### config.mk
export PLATFORM = sky130hd
export DESIGN_NAME = grid_dda_line_trace
export DESIGN_NICKNAME = d
export VERILOG_FILES = /design/src/gdl_pkg.sv /design/src/grid_dda_line_trace.sv /design/src/gdl_ram.sv /design/src/gdl_div.sv /design/src/gdl_front.sv /design/src/gdl_back.sv
export VERILOG_INCLUDE_DIRS = /design/src /design/src/src
export SDC_FILE = /design/constraint.sdc
export NUM_CORES = 2
export LEC_CHECK = 0
export ABC_CLOCK_PERIOD_IN_PS = 47500
export BUFFER_PORTS_ARGS = -buffer_cell sky130_fd_sc_hd__buf_4
export CORE_MARGIN = 3
export CORE_UTILIZATION = 55
export DETAILED_ROUTE_END_ITERATION = 6
export PLACE_DENSITY = 0.78
export SETUP_SLACK_MARGIN = 0.1
export SLEW_MARGIN = 25
export SYNTH_ARGS = -nofsm -noshare
export SYNTH_HDL_FRONTEND = slang
export SYNTH_HIERARCHICAL = 1
export SYNTH_SLANG_ARGS = --single-unit
### constraint.sdc
create_clock -name clk -period 47.5 [get_ports clk]
set_clock_uncertainty 0.05 [all_clocks]
set_input_delay 4.75 -clock clk [delete_from_list [all_inputs] [get_ports clk]]
set_output_delay 4.75 -clock clk [all_outputs]
set_load 0.02 [all_outputs]
### src/grid_dda_line_trace_macros.svh
// assertion macros shared by the grid line tracer modules
`ifndef GRID_DDA_LINE_TRACE_MACROS_SVH
`define GRID_DDA_LINE_TRACE_MACROS_SVH

// expression must hold at every clock edge out of reset
`define GDL_ASSERT_ALWAYS(lbl, expr, msg) \
	lbl: assert property (@(posedge clk) disable iff (!arst_n) (expr)) else $error(msg);

// consequent must hold in the same cycle as the antecedent
`define GDL_ASSERT_IMPLY(lbl, ante, cons, msg) \
	lbl: assert property (@(posedge clk) disable iff (!arst_n) (ante) |-> (cons)) else $error(msg);

`endif

### src/gdl_pkg.sv
// shared constants, types and helpers of the grid line tracer
package gdl_pkg;

	localparam int GRID_SIDE     = 32;
	localparam int FRACTION_BITS = 16;

	localparam int COORD_W   = 5;
	localparam int COLOR_W   = 24;
	localparam int TILE_W    = 7;
	localparam int PIX_W     = 11;
	localparam int PIX_MAX   = 2047;
	localparam int PADDR_W   = 3;
	localparam int PDATA_W   = 32;

	localparam logic [TILE_W-1:0] TILE_RESET = TILE_W'(50);

	// register index taken from the word address
	localparam logic REG_TILE_PIXELS = 1'b0;

	// item modes
	localparam logic MODE_LOAD  = 1'b0;
	localparam logic MODE_TRACE = 1'b1;

	localparam int MAP_DEPTH = GRID_SIDE * GRID_SIDE;
	localparam int ADDR_W    = $clog2(MAP_DEPTH);
	localparam int INT_W     = COORD_W + 1;
	localparam int POS_W     = FRACTION_BITS + COORD_W + 2;
	localparam int INC_W     = FRACTION_BITS + 2;
	localparam int NUM_W     = COORD_W + FRACTION_BITS + 1;
	localparam int PROD_W    = POS_W - 1 + TILE_W;

	localparam int QDEPTH = 2;
	localparam int QPTR_W = $clog2(QDEPTH);

	typedef enum logic [2:0] {
		ST_CLEAR,
		ST_IDLE,
		ST_DIV,
		ST_CHECK,
		ST_EVAL,
		ST_MARK
	} gdl_state_t;

	// one classified item as it waits in the queue
	typedef struct packed {
		logic               trace;
		logic               load_ok;
		logic [ADDR_W-1:0]  load_addr;
		logic               load_wall;
		logic [COORD_W-1:0] start_x;
		logic [COORD_W-1:0] start_y;
		logic               neg_x;
		logic               neg_y;
		logic [COORD_W-1:0] abs_x;
		logic [COORD_W-1:0] abs_y;
		logic [COORD_W-1:0] step;
		logic [COLOR_W-1:0] color;
	} gdl_item_t;

	typedef struct packed {
		logic               start;
		logic [COORD_W-1:0] step;
		logic [COORD_W-1:0] abs_x;
		logic [COORD_W-1:0] abs_y;
		logic               neg_x;
		logic               neg_y;
	} gdl_div_req_t;

	typedef struct packed {
		logic [PIX_W-1:0]   pixel_x;
		logic [PIX_W-1:0]   pixel_y;
		logic [COLOR_W-1:0] color;
		logic               pixel_valid;
		logic               hit_wall;
		logic               last;
	} gdl_result_t;

	// row-major cell address, both coordinates already inside the grid
	function automatic logic [ADDR_W-1:0] cell_addr(input logic [INT_W-1:0] y,
			input logic [INT_W-1:0] x);
		int lin;
		lin = int'(y) * GRID_SIDE + int'(x);
		return ADDR_W'(lin);
	endfunction

endpackage

### src/grid_dda_line_trace.sv
// top level of the grid line tracer: apb register, front queue and walk engine
// grid_dda_line_trace keeps a GRID_SIDE x GRID_SIDE wall map in a ram and
// traces dda lines across it. a mode 0 transfer writes one wall bit (cells
// off the grid are ignored) and gives no result. a mode 1 transfer walks from
// the start cell to the end cell in max(|dx|,|dy|)+1 points using signed
// fixed point increments with FRACTION_BITS fraction bits, rounded toward
// plus infinity; each open point comes out as a pixel scaled by
// tile_pixels (saturated at 2047), the walk stops at the first wall or
// off-grid cell, and every trace ends with one marker result (last = 1,
// hit_wall tells whether a wall stopped it). after reset a clearing pass
// zeroes the map, one cell a cycle; in_ready stays low during the pass
// while register writes still go through. items enter a two-deep queue at
// up to one per cycle; the back end writes a load into the map in the
// cycle it pops it, while a trace leaves the queue, runs the two
// increment divisions (22 quotient bits, one per cycle, then the quotients
// are taken; skipped when start equals end), then passes each visited
// point through a check state (map read and scale multiply) and an eval
// state (wall test and emit), and ends in a mark state for the marker.
// tile_pixels lives at byte address 0, reset 50, and should only be
// written while the block is idle.
module grid_dda_line_trace
	import gdl_pkg::*;
(
	input  logic               clk,
	input  logic               arst_n,
	// apb register port
	input  logic               psel,
	input  logic               penable,
	input  logic               pwrite,
	input  logic [PADDR_W-1:0] paddr,
	input  logic [PDATA_W-1:0] pwdata,
	output logic [PDATA_W-1:0] prdata,
	output logic               pready,
	// item input
	input  logic               in_valid,
	output logic               in_ready,
	input  logic               mode,
	input  logic [COORD_W-1:0] cell_x,
	input  logic [COORD_W-1:0] cell_y,
	input  logic               cell_wall,
	input  logic [COORD_W-1:0] start_x,
	input  logic [COORD_W-1:0] start_y,
	input  logic [COORD_W-1:0] end_x,
	input  logic [COORD_W-1:0] end_y,
	input  logic [COLOR_W-1:0] color,
	// result output
	output logic               out_valid,
	input  logic               out_ready,
	output logic [PIX_W-1:0]   pixel_x,
	output logic [PIX_W-1:0]   pixel_y,
	output logic [COLOR_W-1:0] pixel_color,
	output logic               pixel_valid,
	output logic               hit_wall,
	output logic               last
);

	logic [TILE_W-1:0] tile_q;
	logic              cfg_wr;
	logic              clear_busy;
	logic              head_valid;
	gdl_item_t         head;
	logic              pop;
	gdl_result_t       result;

	// register write lands on the access cycle; word index from paddr bit 2
	assign pready = 1'b1;
	assign cfg_wr = psel && penable && pwrite && pready;

	always_ff @(posedge clk or negedge arst_n) begin
		if (!arst_n) begin
			tile_q <= TILE_RESET;
		end else if (cfg_wr && (paddr[2] == REG_TILE_PIXELS)) begin
			tile_q <= pwdata[TILE_W-1:0];
		end
	end

	assign prdata = (paddr[2] == REG_TILE_PIXELS) ? PDATA_W'(tile_q) : '0;

	// front: takes transfers, classifies them and queues them
	gdl_front u_front (
		.clk        (clk),
		.arst_n     (arst_n),
		.in_valid   (in_valid),
		.in_ready   (in_ready),
		.mode       (mode),
		.cell_x     (cell_x),
		.cell_y     (cell_y),
		.cell_wall  (cell_wall),
		.start_x    (start_x),
		.start_y    (start_y),
		.end_x      (end_x),
		.end_y      (end_y),
		.color      (color),
		.hold       (clear_busy),
		.head_valid (head_valid),
		.head       (head),
		.pop        (pop)
	);

	// back: map clear, loads, increment division and the walk
	gdl_back u_back (
		.clk         (clk),
		.arst_n      (arst_n),
		.tile_pixels (tile_q),
		.head_valid  (head_valid),
		.head        (head),
		.pop         (pop),
		.clear_busy  (clear_busy),
		.out_valid   (out_valid),
		.out_ready   (out_ready),
		.result      (result)
	);

	assign pixel_x     = result.pixel_x;
	assign pixel_y     = result.pixel_y;
	assign pixel_color = result.color;
	assign pixel_valid = result.pixel_valid;
	assign hit_wall    = result.hit_wall;
	assign last        = result.last;

endmodule

### src/gdl_ram.sv
// generic simple dual-port ram with registered read
module gdl_ram #(
	parameter int WIDTH = 1,
	parameter int DEPTH = 1024
) (
	input  logic                     clk,
	input  logic                     we,
	input  logic [$clog2(DEPTH)-1:0] waddr,
	input  logic [WIDTH-1:0]         wdata,
	input  logic                     re,
	input  logic [$clog2(DEPTH)-1:0] raddr,
	output logic [WIDTH-1:0]         rdata
);

	logic [WIDTH-1:0] mem_q [DEPTH];
	logic [WIDTH-1:0] rdata_q;

	always_ff @(posedge clk) begin
		if (we) begin
			mem_q[waddr] <= wdata;
		end
	end

	always_ff @(posedge clk) begin
		if (re) begin
			rdata_q <= mem_q[raddr];
		end
	end

	assign rdata = rdata_q;

endmodule

### src/gdl_div.sv
// two-lane restoring divider for the x and y increments
`include "grid_dda_line_trace_macros.svh"

module gdl_div
	import gdl_pkg::*;
(
	input  logic                    clk,
	input  logic                    arst_n,
	input  gdl_div_req_t            req,
	output logic                    done,
	output logic signed [INC_W-1:0] inc_x,
	output logic signed [INC_W-1:0] inc_y
);

	localparam int CNT_W = $clog2(NUM_W);

	logic               busy_q;
	logic               done_q;
	logic [CNT_W-1:0]   cnt_q;
	logic [NUM_W-1:0]   num_x_q;
	logic [NUM_W-1:0]   num_y_q;
	logic [COORD_W-1:0] rem_x_q;
	logic [COORD_W-1:0] rem_y_q;
	logic [COORD_W-1:0] step_q;
	logic               neg_x_q;
	logic               neg_y_q;

	logic [NUM_W-1:0]   load_x;
	logic [NUM_W-1:0]   load_y;
	logic [COORD_W+NUM_W-1:0] nxt_x;
	logic [COORD_W+NUM_W-1:0] nxt_y;
	logic [INC_W-2:0]   quo_x;
	logic [INC_W-2:0]   quo_y;

	// one quotient bit: returns {remainder, shifted numerator with new bit}
	function automatic logic [COORD_W+NUM_W-1:0] div_iter(input logic [NUM_W-1:0] num,
			input logic [COORD_W-1:0] rem, input logic [COORD_W-1:0] dvs);
		logic [COORD_W:0]   trial;
		logic [COORD_W-1:0] rem_n;
		logic               qbit;
		trial = {rem, num[NUM_W-1]};
		if (trial >= {1'b0, dvs}) begin
			rem_n = COORD_W'(trial - {1'b0, dvs});
			qbit  = 1'b1;
		end else begin
			rem_n = trial[COORD_W-1:0];
			qbit  = 1'b0;
		end
		return {rem_n, num[NUM_W-2:0], qbit};
	endfunction

	// positive lanes round up, negative lanes truncate the magnitude
	always_comb begin
		load_x = NUM_W'({req.abs_x, {FRACTION_BITS{1'b0}}});
		load_y = NUM_W'({req.abs_y, {FRACTION_BITS{1'b0}}});
		if (!req.neg_x) begin
			load_x = load_x + NUM_W'(req.step) - NUM_W'(1);
		end
		if (!req.neg_y) begin
			load_y = load_y + NUM_W'(req.step) - NUM_W'(1);
		end
		nxt_x = div_iter(num_x_q, rem_x_q, step_q);
		nxt_y = div_iter(num_y_q, rem_y_q, step_q);
	end

	always_ff @(posedge clk or negedge arst_n) begin
		if (!arst_n) begin
			busy_q <= 1'b0;
			done_q <= 1'b0;
			cnt_q  <= '0;
		end else begin
			done_q <= 1'b0;
			if (req.start) begin
				busy_q <= 1'b1;
				cnt_q  <= '0;
			end else if (busy_q) begin
				cnt_q <= cnt_q + CNT_W'(1);
				if (cnt_q == CNT_W'(NUM_W - 1)) begin
					busy_q <= 1'b0;
					done_q <= 1'b1;
				end
			end
		end
	end

	always_ff @(posedge clk) begin
		if (req.start) begin
			num_x_q <= load_x;
			num_y_q <= load_y;
			rem_x_q <= '0;
			rem_y_q <= '0;
			step_q  <= req.step;
			neg_x_q <= req.neg_x;
			neg_y_q <= req.neg_y;
		end else if (busy_q) begin
			{rem_x_q, num_x_q} <= nxt_x;
			{rem_y_q, num_y_q} <= nxt_y;
		end
	end

	assign quo_x = num_x_q[INC_W-2:0];
	assign quo_y = num_y_q[INC_W-2:0];
	assign inc_x = neg_x_q ? -$signed({1'b0, quo_x}) : $signed({1'b0, quo_x});
	assign inc_y = neg_y_q ? -$signed({1'b0, quo_y}) : $signed({1'b0, quo_y});
	assign done  = done_q;

	`GDL_ASSERT_IMPLY(a_div_no_restart, busy_q, !req.start, "divider restarted while busy")

endmodule

### src/gdl_front.sv
// input acceptance, item classification and the front-to-back queue
`include "grid_dda_line_trace_macros.svh"

module gdl_front
	import gdl_pkg::*;
(
	input  logic               clk,
	input  logic               arst_n,
	input  logic               in_valid,
	output logic               in_ready,
	input  logic               mode,
	input  logic [COORD_W-1:0] cell_x,
	input  logic [COORD_W-1:0] cell_y,
	input  logic               cell_wall,
	input  logic [COORD_W-1:0] start_x,
	input  logic [COORD_W-1:0] start_y,
	input  logic [COORD_W-1:0] end_x,
	input  logic [COORD_W-1:0] end_y,
	input  logic [COLOR_W-1:0] color,
	input  logic               hold,
	output logic               head_valid,
	output gdl_item_t          head,
	input  logic               pop
);

	gdl_item_t         item;
	gdl_item_t         queue_q [QDEPTH];
	logic [QPTR_W-1:0] wr_ptr_q;
	logic [QPTR_W-1:0] rd_ptr_q;
	logic [QPTR_W:0]   count_q;
	logic              push;

	logic signed [COORD_W:0] dx;
	logic signed [COORD_W:0] dy;
	logic [COORD_W-1:0]      adx;
	logic [COORD_W-1:0]      ady;

	always_comb begin
		dx  = $signed({1'b0, end_x}) - $signed({1'b0, start_x});
		dy  = $signed({1'b0, end_y}) - $signed({1'b0, start_y});
		adx = dx[COORD_W] ? COORD_W'(-dx) : dx[COORD_W-1:0];
		ady = dy[COORD_W] ? COORD_W'(-dy) : dy[COORD_W-1:0];

		item.trace     = (mode == MODE_TRACE);
		item.load_ok   = ((INT_W+1)'(cell_x) < (INT_W+1)'(GRID_SIDE)) &&
			((INT_W+1)'(cell_y) < (INT_W+1)'(GRID_SIDE));
		item.load_addr = cell_addr(INT_W'(cell_y), INT_W'(cell_x));
		item.load_wall = cell_wall;
		item.start_x   = start_x;
		item.start_y   = start_y;
		item.neg_x     = dx[COORD_W];
		item.neg_y     = dy[COORD_W];
		item.abs_x     = adx;
		item.abs_y     = ady;
		item.step      = (adx > ady) ? adx : ady;
		item.color     = color;
	end

	assign in_ready   = (count_q != (QPTR_W+1)'(QDEPTH)) && !hold;
	assign push       = in_valid && in_ready;
	assign head_valid = (count_q != '0);
	assign head       = queue_q[rd_ptr_q];

	always_ff @(posedge clk or negedge arst_n) begin
		if (!arst_n) begin
			wr_ptr_q <= '0;
			rd_ptr_q <= '0;
			count_q  <= '0;
		end else begin
			if (push) begin
				wr_ptr_q <= (wr_ptr_q == QPTR_W'(QDEPTH - 1)) ? '0 : wr_ptr_q + QPTR_W'(1);
			end
			if (pop) begin
				rd_ptr_q <= (rd_ptr_q == QPTR_W'(QDEPTH - 1)) ? '0 : rd_ptr_q + QPTR_W'(1);
			end
			if (push && !pop) begin
				count_q <= count_q + (QPTR_W+1)'(1);
			end else if (pop && !push) begin
				count_q <= count_q - (QPTR_W+1)'(1);
			end
		end
	end

	always_ff @(posedge clk) begin
		if (push) begin
			queue_q[wr_ptr_q] <= item;
		end
	end

	`GDL_ASSERT_IMPLY(a_pop_not_empty, pop, count_q != '0, "queue popped while empty")
	`GDL_ASSERT_ALWAYS(a_count_bound, count_q <= (QPTR_W+1)'(QDEPTH), "queue count overflow")

endmodule

### src/gdl_back.sv
// map clearing, wall loads and the dda walk with the output register
`include "grid_dda_line_trace_macros.svh"

module gdl_back
	import gdl_pkg::*;
(
	input  logic              clk,
	input  logic              arst_n,
	input  logic [TILE_W-1:0] tile_pixels,
	input  logic              head_valid,
	input  gdl_item_t         head,
	output logic              pop,
	output logic              clear_busy,
	output logic              out_valid,
	input  logic              out_ready,
	output gdl_result_t       result
);

	gdl_state_t state_q;
	gdl_state_t state_d;

	logic [ADDR_W-1:0]       clr_q;
	logic                    out_valid_q;
	gdl_result_t             result_q;
	logic signed [POS_W-1:0] pos_x_q;
	logic signed [POS_W-1:0] pos_y_q;
	logic signed [INC_W-1:0] inc_x_q;
	logic signed [INC_W-1:0] inc_y_q;
	logic [COORD_W-1:0]      cnt_q;
	logic [COORD_W-1:0]      step_q;
	logic [COLOR_W-1:0]      color_q;
	logic                    wall_q;
	logic [PROD_W-1:0]       prod_x_s1;
	logic [PROD_W-1:0]       prod_y_s1;

	logic              ram_we;
	logic [ADDR_W-1:0] ram_waddr;
	logic              ram_wdata;
	logic              ram_re;
	logic [ADDR_W-1:0] ram_raddr;
	logic              rd_wall;

	gdl_div_req_t            div_req;
	logic                    div_done;
	logic signed [INC_W-1:0] div_inc_x;
	logic signed [INC_W-1:0] div_inc_y;

	logic              out_free;
	logic              emit_pix;
	logic              emit_mark;
	logic              trace_go;
	logic [INT_W-1:0]  cx;
	logic [INT_W-1:0]  cy;
	logic              off_grid;

	gdl_ram #(
		.WIDTH(1),
		.DEPTH(MAP_DEPTH)
	) u_map (
		.clk   (clk),
		.we    (ram_we),
		.waddr (ram_waddr),
		.wdata (ram_wdata),
		.re    (ram_re),
		.raddr (ram_raddr),
		.rdata (rd_wall)
	);

	gdl_div u_div (
		.clk    (clk),
		.arst_n (arst_n),
		.req    (div_req),
		.done   (div_done),
		.inc_x  (div_inc_x),
		.inc_y  (div_inc_y)
	);

	function automatic logic [PIX_W-1:0] pix_sat(input logic [PROD_W-1:0] prod);
		logic [PROD_W-FRACTION_BITS-1:0] whole;
		whole = prod[PROD_W-1:FRACTION_BITS];
		if (whole > (PROD_W-FRACTION_BITS)'(PIX_MAX)) begin
			return PIX_W'(PIX_MAX);
		end
		return whole[PIX_W-1:0];
	endfunction

	assign cx       = pos_x_q[POS_W-2:FRACTION_BITS];
	assign cy       = pos_y_q[POS_W-2:FRACTION_BITS];
	assign off_grid = pos_x_q[POS_W-1] || pos_y_q[POS_W-1] ||
		({1'b0, cx} >= (INT_W+1)'(GRID_SIDE)) || ({1'b0, cy} >= (INT_W+1)'(GRID_SIDE));
	assign out_free = !out_valid_q || out_ready;
	assign trace_go = head_valid && head.trace;

	// next state
	always_comb begin
		state_d = state_q;
		case (state_q)
			ST_CLEAR: begin
				if (clr_q == ADDR_W'(MAP_DEPTH - 1)) begin
					state_d = ST_IDLE;
				end
			end
			ST_IDLE: begin
				if (trace_go) begin
					state_d = (head.step == '0) ? ST_CHECK : ST_DIV;
				end
			end
			ST_DIV: begin
				if (div_done) begin
					state_d = ST_CHECK;
				end
			end
			ST_CHECK: begin
				state_d = off_grid ? ST_MARK : ST_EVAL;
			end
			ST_EVAL: begin
				if (rd_wall) begin
					state_d = ST_MARK;
				end else if (out_free) begin
					state_d = (cnt_q == step_q) ? ST_MARK : ST_CHECK;
				end
			end
			ST_MARK: begin
				if (out_free) begin
					state_d = ST_IDLE;
				end
			end
			default: begin
				state_d = ST_IDLE;
			end
		endcase
	end

	// outputs
	always_comb begin
		ram_we        = 1'b0;
		ram_waddr     = clr_q;
		ram_wdata     = 1'b0;
		ram_re        = 1'b0;
		ram_raddr     = cell_addr(cy, cx);
		pop           = 1'b0;
		emit_pix      = 1'b0;
		emit_mark     = 1'b0;
		div_req.start = 1'b0;
		div_req.step  = head.step;
		div_req.abs_x = head.abs_x;
		div_req.abs_y = head.abs_y;
		div_req.neg_x = head.neg_x;
		div_req.neg_y = head.neg_y;
		case (state_q)
			ST_CLEAR: begin
				ram_we = 1'b1;
			end
			ST_IDLE: begin
				pop = head_valid;
				if (head_valid && !head.trace && head.load_ok) begin
					ram_we    = 1'b1;
					ram_waddr = head.load_addr;
					ram_wdata = head.load_wall;
				end
				div_req.start = trace_go && (head.step != '0);
			end
			ST_CHECK: begin
				ram_re = !off_grid;
			end
			ST_EVAL: begin
				emit_pix = !rd_wall && out_free;
			end
			ST_MARK: begin
				emit_mark = out_free;
			end
			default: begin
			end
		endcase
	end

	always_ff @(posedge clk or negedge arst_n) begin
		if (!arst_n) begin
			state_q     <= ST_CLEAR;
			clr_q       <= '0;
			out_valid_q <= 1'b0;
		end else begin
			state_q <= state_d;
			if (state_q == ST_CLEAR) begin
				clr_q <= clr_q + ADDR_W'(1);
			end
			if (emit_pix || emit_mark) begin
				out_valid_q <= 1'b1;
			end else if (out_ready) begin
				out_valid_q <= 1'b0;
			end
		end
	end

	always_ff @(posedge clk) begin
		case (state_q)
			ST_IDLE: begin
				if (trace_go) begin
					pos_x_q <= POS_W'({head.start_x, {FRACTION_BITS{1'b0}}});
					pos_y_q <= POS_W'({head.start_y, {FRACTION_BITS{1'b0}}});
					inc_x_q <= '0;
					inc_y_q <= '0;
					cnt_q   <= '0;
					step_q  <= head.step;
					color_q <= head.color;
					wall_q  <= 1'b0;
				end
			end
			ST_DIV: begin
				if (div_done) begin
					inc_x_q <= div_inc_x;
					inc_y_q <= div_inc_y;
				end
			end
			ST_CHECK: begin
				prod_x_s1 <= PROD_W'(pos_x_q[POS_W-2:0]) * PROD_W'(tile_pixels);
				prod_y_s1 <= PROD_W'(pos_y_q[POS_W-2:0]) * PROD_W'(tile_pixels);
				if (off_grid) begin
					wall_q <= 1'b1;
				end
			end
			ST_EVAL: begin
				if (rd_wall) begin
					wall_q <= 1'b1;
				end
				if (emit_pix) begin
					pos_x_q              <= pos_x_q + POS_W'(inc_x_q);
					pos_y_q              <= pos_y_q + POS_W'(inc_y_q);
					cnt_q                <= cnt_q + COORD_W'(1);
					result_q.pixel_x     <= pix_sat(prod_x_s1);
					result_q.pixel_y     <= pix_sat(prod_y_s1);
					result_q.color       <= color_q;
					result_q.pixel_valid <= 1'b1;
					result_q.hit_wall    <= 1'b0;
					result_q.last        <= 1'b0;
				end
			end
			ST_MARK: begin
				if (emit_mark) begin
					result_q.pixel_x     <= '0;
					result_q.pixel_y     <= '0;
					result_q.color       <= '0;
					result_q.pixel_valid <= 1'b0;
					result_q.hit_wall    <= wall_q;
					result_q.last        <= 1'b1;
				end
			end
			default: begin
			end
		endcase
	end

	assign clear_busy = (state_q == ST_CLEAR);
	assign out_valid  = out_valid_q;
	assign result     = result_q;

	`GDL_ASSERT_IMPLY(a_cnt_in_range, state_q == ST_CHECK || state_q == ST_EVAL,
		cnt_q <= step_q, "walk counter passed the step count")
	`GDL_ASSERT_IMPLY(a_div_done_state, div_done, state_q == ST_DIV,
		"divider finished outside the divide state")
	`GDL_ASSERT_IMPLY(a_no_write_in_walk, state_q == ST_CHECK || state_q == ST_EVAL,
		!ram_we, "map written during a walk")

endmodule

Yosys cells after proc, flatten, opt, wreduce, memory -nomap -nowiden

Memories as Yosys holds them, arrays and structs flattened. A register that Yosys moved wholly into a read port is not among the register bits.
Index checks and enable logic that the tools add are counted.

Flip-flop bits (word level): 317
Bits in writable memories: 1150
Input port bits: 98
Memories kept: 2

Memory list:

| memory             | depth | width | read ports | clocked after memory_dff | wr ports | RTL line        | text |
|---|---|---|---|---|---|---|---|
| u_back.u_map.mem_q | 1024  | 1     | 1          | 1                        | 1        | gdl_ram.sv:15   | `logic [WIDTH-1:0] mem_q [DEPTH];` |
| u_front.queue_q    | 2     | 63    | 1          | 0                        | 1        | gdl_front.sv:27 | `gdl_item_t queue_q [QDEPTH];` |

Add/subtract/negate cells: 23
Multiply operators: 2
Order comparisons: 7
Eq/ne operators: 18
Mux-type cells: 86
Bitwise logic cells: 1
Reductions and logical operators: 41

Operators by type and width:

| operator                                                 | number |
|---|---|
| 2-to-1 mux 22 bit                                        | 6 |
| 2-to-1 mux 49 bit                                        | 2 |
| one-hot mux 49 bit (2 select lines)                      | 1 |
| 2-to-1 mux 23 bit                                        | 4 |
| one-hot mux 23 bit (2 select lines)                      | 2 |
| 2-to-1 mux 18 bit                                        | 5 |
| one-hot mux 18 bit (2 select lines)                      | 2 |
| multiplier 22 x 7 -> 29 bit                              | 2 |
| adder 23 x 18 -> 23 bit                                  | 2 |
| 2-to-1 mux 5 bit                                         | 9 |
| adder 21 x 5 -> 22 bit                                   | 2 |
| 2-to-1 mux 11 bit                                        | 4 |
| subtractor 22 x 1 -> 22 bit, second input constant       | 2 |
| negator 17 -> 18 bit                                     | 2 |
| 2-to-1 mux 1 bit                                         | 35 |
| > comparator 13 x 11 -> 1 bit, second input constant     | 2 |
| 2-to-1 mux 3 bit                                         | 7 |
| 2-to-1 mux 10 bit                                        | 2 |
| one-hot mux 3 bit (6 select lines)                       | 1 |
| nonzero test 2 bit                                       | 7 |
| greater-or-equal comparator 6 x 5 -> 1 bit               | 2 |
| greater-or-equal comparator 6 bit, second input constant | 2 |
| subtractor 5 x 5 -> 6 bit                                | 2 |
| logical AND 1 bit                                        | 11 |
| 36 further kinds                                         | 62 |

Longest topological paths before layout

Depth in word-level cells: 9
Depth in mapped cells: 20
Gate-level depth less buffers: 19

By module

The synthesis kept the hierarchy.

Modules (own cells, without submodules):

| module              | instances | cells an instance | area each (µm²) | seq. area each (µm²) |
|---|---|---|---|---|
| gdl_ram             | 1         | 3112              | 44666.6         | 30779.5 |
| gdl_back            | 1         | 1768              | 18391.4         | 6115.9 |
| gdl_front           | 1         | 322               | 5512.8          | 3883.7 |
| gdl_div             | 1         | 417               | 4199.0          | 1906.8 |
| grid_dda_line_trace | 1         | 50                | 545.5           | 178.9 |

Least setup slack after synthesis

No wires, ideal clock.

Kind: register to register
Start: register u_front.rd_ptr_q
End: memory u_back.u_map.mem_q[0] (data pin)
Arrival: 24872 ps
Path slack: 17626 ps
Cell stages (with the launch flop): 6
Cell sequence: dfrtp_1 > clkbuf_1 > mux2_2 > nand3b_1 > buf_2 > nor2_1

RTL lines:

| element                  | RTL line        | text |
|---|---|---|
| start: declaration       | gdl_front.sv:29 | `logic [QPTR_W-1:0] rd_ptr_q;` |
| start signal: assignment | gdl_front.sv:74 | `rd_ptr_q <= (rd_ptr_q == QPTR_W'(QDEPTH - 1)) ? '0 : rd_ptr_q + QPTR_W'(1);` |
| end: declaration         | gdl_ram.sv:15   |  |

Final worst setup path

Start: input port paddr[2]
End: output port prdata[3]

Longest elaborated chain between the ends: 1

Ends and longest elaborated chain:

| element            | RTL line                  | text |
|---|---|---|
| start: declaration | grid_dda_line_trace.sv:30 | `input logic [PADDR_W-1:0] paddr,` |
| 2-to-1 mux 7 bit   | grid_dda_line_trace.sv:77 | `assign prdata = (paddr[2] == REG_TILE_PIXELS) ? PDATA_W'(tile_q) : '0;` |
| end: declaration   | grid_dda_line_trace.sv:32 | `output logic [PDATA_W-1:0] prdata,` |

No other way between the ends.

==> out/results.tsv <==
metric	value	unit
outcome	completed	
Tmin final	10030	ps
IO Pins	182	
Worst-path clk slew	60	ps
die area	138000	um^2
DP HPWL	103000	um
crit path cell chain	buf_4, and2b_2, buf_4	
RePlAce Congestion	0.841	
fmax	99.7	MHz
Sequential Power Share	0.356	
Detailed Routing Iterations Pass 1	6	
post-synthesis area per instance	12.9	um^2
maximum vdd ir drop	0.0000715	V
worst skew pair latency	790	ps
xor and xnor area share after synthesis	0.0163	
post-route non-filler standard cell count	7521	
pwr dens	50.1	nW/um^2
Hold Path End	u_back/u_div/rem_x_q[2]	
Crit Reg-Reg Endpoint	u_back/prod_y_s1[26]	
post-synthesis adder-cell area fraction	0.0845	
Worst Path Class, Setup	in -> out	
Gate Count Post-Synth	5669	
layout cell share with drive strength beyond 1	0.148	
hold crit path type	reg -> reg	
Clock Power Share	0.289	
hold_sp	u_back/u_div/rem_x_q[2]	
fin area	80600	um^2
FF-to-FF path depth	16	
Max Transition Viols Final	0	
largest family of logic cells by synthesized area	simple AND/OR/NAND/NOR gates	
wire per inst	23.3	um
Cell Int Power	0.00272	W
core box area	132000	um^2
Slew @ Worst Pin	1030	ps
fin util	0.611	
Leak Pwr	25.0	nW
first-pass GRT wire length	270000	um
CTS root buf	clkbuf_16	
grt ovf	0	
Routed WL	176000	um
Final setup violation count	0	
RSZ-0062 raised after global routing	no	
Total Routing Usage GR	0.256	
Ys Warns	6	
Tcrit/Tclk final	0.211	
die height	371	um
register area share after synthesis	0.585	
Max-cap violations	0	
Fillers	9716	
Synth area leader	edfxtp_1	
num rows	133	
Antenna Diode Count	0	
DRT iter0 DRCs	5320	
starting density of the core	0.556	
nets@finish	6122	
Yosys reg bits	1436	
post-cts resize count	0	
most used cell, CP	buf_4	
Worst path slowest cell	and2b_2	
Via density	6.09	
Layout area overhead	9.97	%
CTS tree	done	
mux cell area share after synthesis	0.0991	
placed cells	7252	
Port Buffers	128	
Worst setup EP type	output pin	
largest net degree at the start of global routing	307	
crit-path max cell delay	220	ps
asr flop ratio synth	0.0223	
postcts setup bufs	0	
clk sink count	1436	
Crit Path Max Fanout	8	
WP data arrival	5230	ps
Worst Hold Depth	2	
leading cell types by total area after synthesis	edfxtp_1 57%, mux4_2 6.1%, nor2_1 6.1%	
Via Count	45789	
vias in the first global route	46363	
Critical R2R Launch	tile_q[5]	
drt drc	0	
DP Area	75500	um^2
Setup crit start	paddr[2]	
initial antenna violation count	2	
Die Width	371	um
post-route ant nets	0	
Synth Area in Compound Gates	0.0472	
Clock Path Buffers	3	
Num CTS Buffers	148	
Final Hold Viols	0	
combinational power share	0.355	
Synth Area in Simple Gates	0.126	
Setup TNS	0	ps
headroom to the max-slew limit	0.311	
type of origin of the critical path	input pin	
number of synthesized flops with an enable pin	1394	
hold-fix buffers at CTS	0	
H-tree Lvls	4	
sw power	0.00131	W
sw frac	0.325	
worst reg2reg setup slack	41590	ps
Distinct cells, synth	98	
synthesized area	73300	um^2
top_reg_cell synth	edfxtp_1	
Yosys top cell area share	0.571	
Worst EP required	42700	ps
-- cell type report --
| class | instances | area [um^2] | area share |
|---|---|---|---|
| Clock buffer | 196 | 4000 | 0.0496 |
| Clock inverter | 70 | 911 | 0.0113 |
| Inverter | 295 | 1110 | 0.0137 |
| Multi-Input combinational cell | 3555 | 27800 | 0.345 |
| Sequential cell | 1436 | 42900 | 0.532 |
| Tap cell | 1755 | 2200 | 0.0272 |
| Timing Repair Buffer | 214 | 1750 | 0.0217 |
-- stage by stage --
| step | hold WS [ps] | worst slack [ps] | total power (W) |
|---|---|---|---|
| 6_report | 437 | 37470 | 0.00404 |
| 5_1_grt | 458 | 37450 | 0.00435 |
| 4_1_cts | 441 | 37460 | 0.00406 |
| 3_5_place_dp | 433 | 37460 | 0.00290 |
| 3_3_place_gp | 420 | 37480 | 0.00286 |
| 2_1_floorplan | 401 | 17630 | 0.00262 |
-- logic make-up (layout without fill, tap and decap cells) --
kind of cell / Yosys count / count (layout)
flip-flops: 1436 / 1436
other: 3 / 27
AND/OR/NAND/NOR: 2065 / 2065
adder cells (fa/ha/maj): 374 / 374
AO/OA/AOI/OAI: 512 / 512
XOR/XNOR: 136 / 136
buffers and inverters: 702 / 775
multiplexers: 441 / 441
-- how the worst max path moves through the flow --
stage                                 end  slack (ps)  depth (start not counted)
global placement                prdata[0]       37480                          3
floorplan           u_back/u_map/mem_q[0]       17630                          5
finish                          prdata[3]       37470                          3
global route                    prdata[3]       37450                          3
detailed placement              prdata[3]       37460                          3
CTS                             prdata[3]       37460                          3
-- power by group through the flow --
stage / clock, W / combinational (W) / sequential, W
2_1_floorplan: 0 / 0.00116 / 0.00146
3_3_place_gp: 0 / 0.00139 / 0.00146
3_5_place_dp: 0 / 0.00144 / 0.00146
4_1_cts: 0.00118 / 0.00145 / 0.00144
5_1_grt: 0.00123 / 0.00168 / 0.00144
6_report: 0.00117 / 0.00143 / 0.00144
-- placed cells by master (no fill, tap or decap), types with 38 or more instances in the layout --
cell / synthesis / layout
clkbuf_16: 0 / 152
a21oi_1: 116 / 114
inv_1: 291 / 291
mux2i_1: 136 / 136
fa_1: 202 / 202
nand2_1: 276 / 243
and2_1: 278 / 278
clkbuf_1: 255 / 41
nor3_1: 72 / 71
xor2_1: 48 / 48
xnor2_1: 87 / 87
nor2_1: 1194 / 1191
ha_1: 172 / 172
buf_4: 42 / 203
o21ai_0: 95 / 95
o221ai_1: 51 / 51
mux4_2: 200 / 200
mux2_2: 90 / 90
o22ai_1: 38 / 38
edfxtp_1: 1394 / 1394
-- layer usage --
| layer | global-route usage | vias up | routed length, um | part of all wire |
|---|---|---|---|---|
| met5 | 0 | - | 13 | 0.000074 |
| met4 | 0.114 | 2 | 8100 | 0.046 |
| met3 | 0.0507 | 548 | 17000 | 0.097 |
| met2 | 0.426 | 2359 | 85800 | 0.49 |
| met1 | 0.329 | 22813 | 64700 | 0.37 |
| li1 | - | 20067 | - | - |
-- state kept, by name (all words and copies together) (netlist names), 7 cells and up --
| register | cells |
|---|---|
| u_back/pos_y_q | 23 |
| u_back/u_div/num_y_q | 22 |
| u_back/u_map/mem_q | 1024 |
| u_back/prod_y_s1 | 13 |
| u_back/clr_q | 10 |
| u_back/pos_x_q | 23 |
| u_back/inc_x_q | 18 |
| u_back/inc_y_q | 18 |
| tile_q | 7 |
| u_back/prod_x_s1 | 13 |
| u_front/queue_q | 126 |
| u_back/u_div/num_x_q | 22 |
| u_back/color_q | 24 |
| u_back/result | 49 |
-- Yosys cell counts, drive strengths merged (109+ instances only) --
cell	instances
nand2	277
edfxtp	1394
clkbuf	258
mux4	214
ha	172
a21oi	118
fa	202
buf	149
nor2	1197
inv	292
mux2i	136
o21ai	109
and2	279
-- worst max-delay path, delay by kind of cell --
| family | cells | cell delay [ps] |
|---|---|---|
| buf+inv | 2 | 260 |
| simple gates | 1 | 220 |
(Power assumes the default switching activity.)
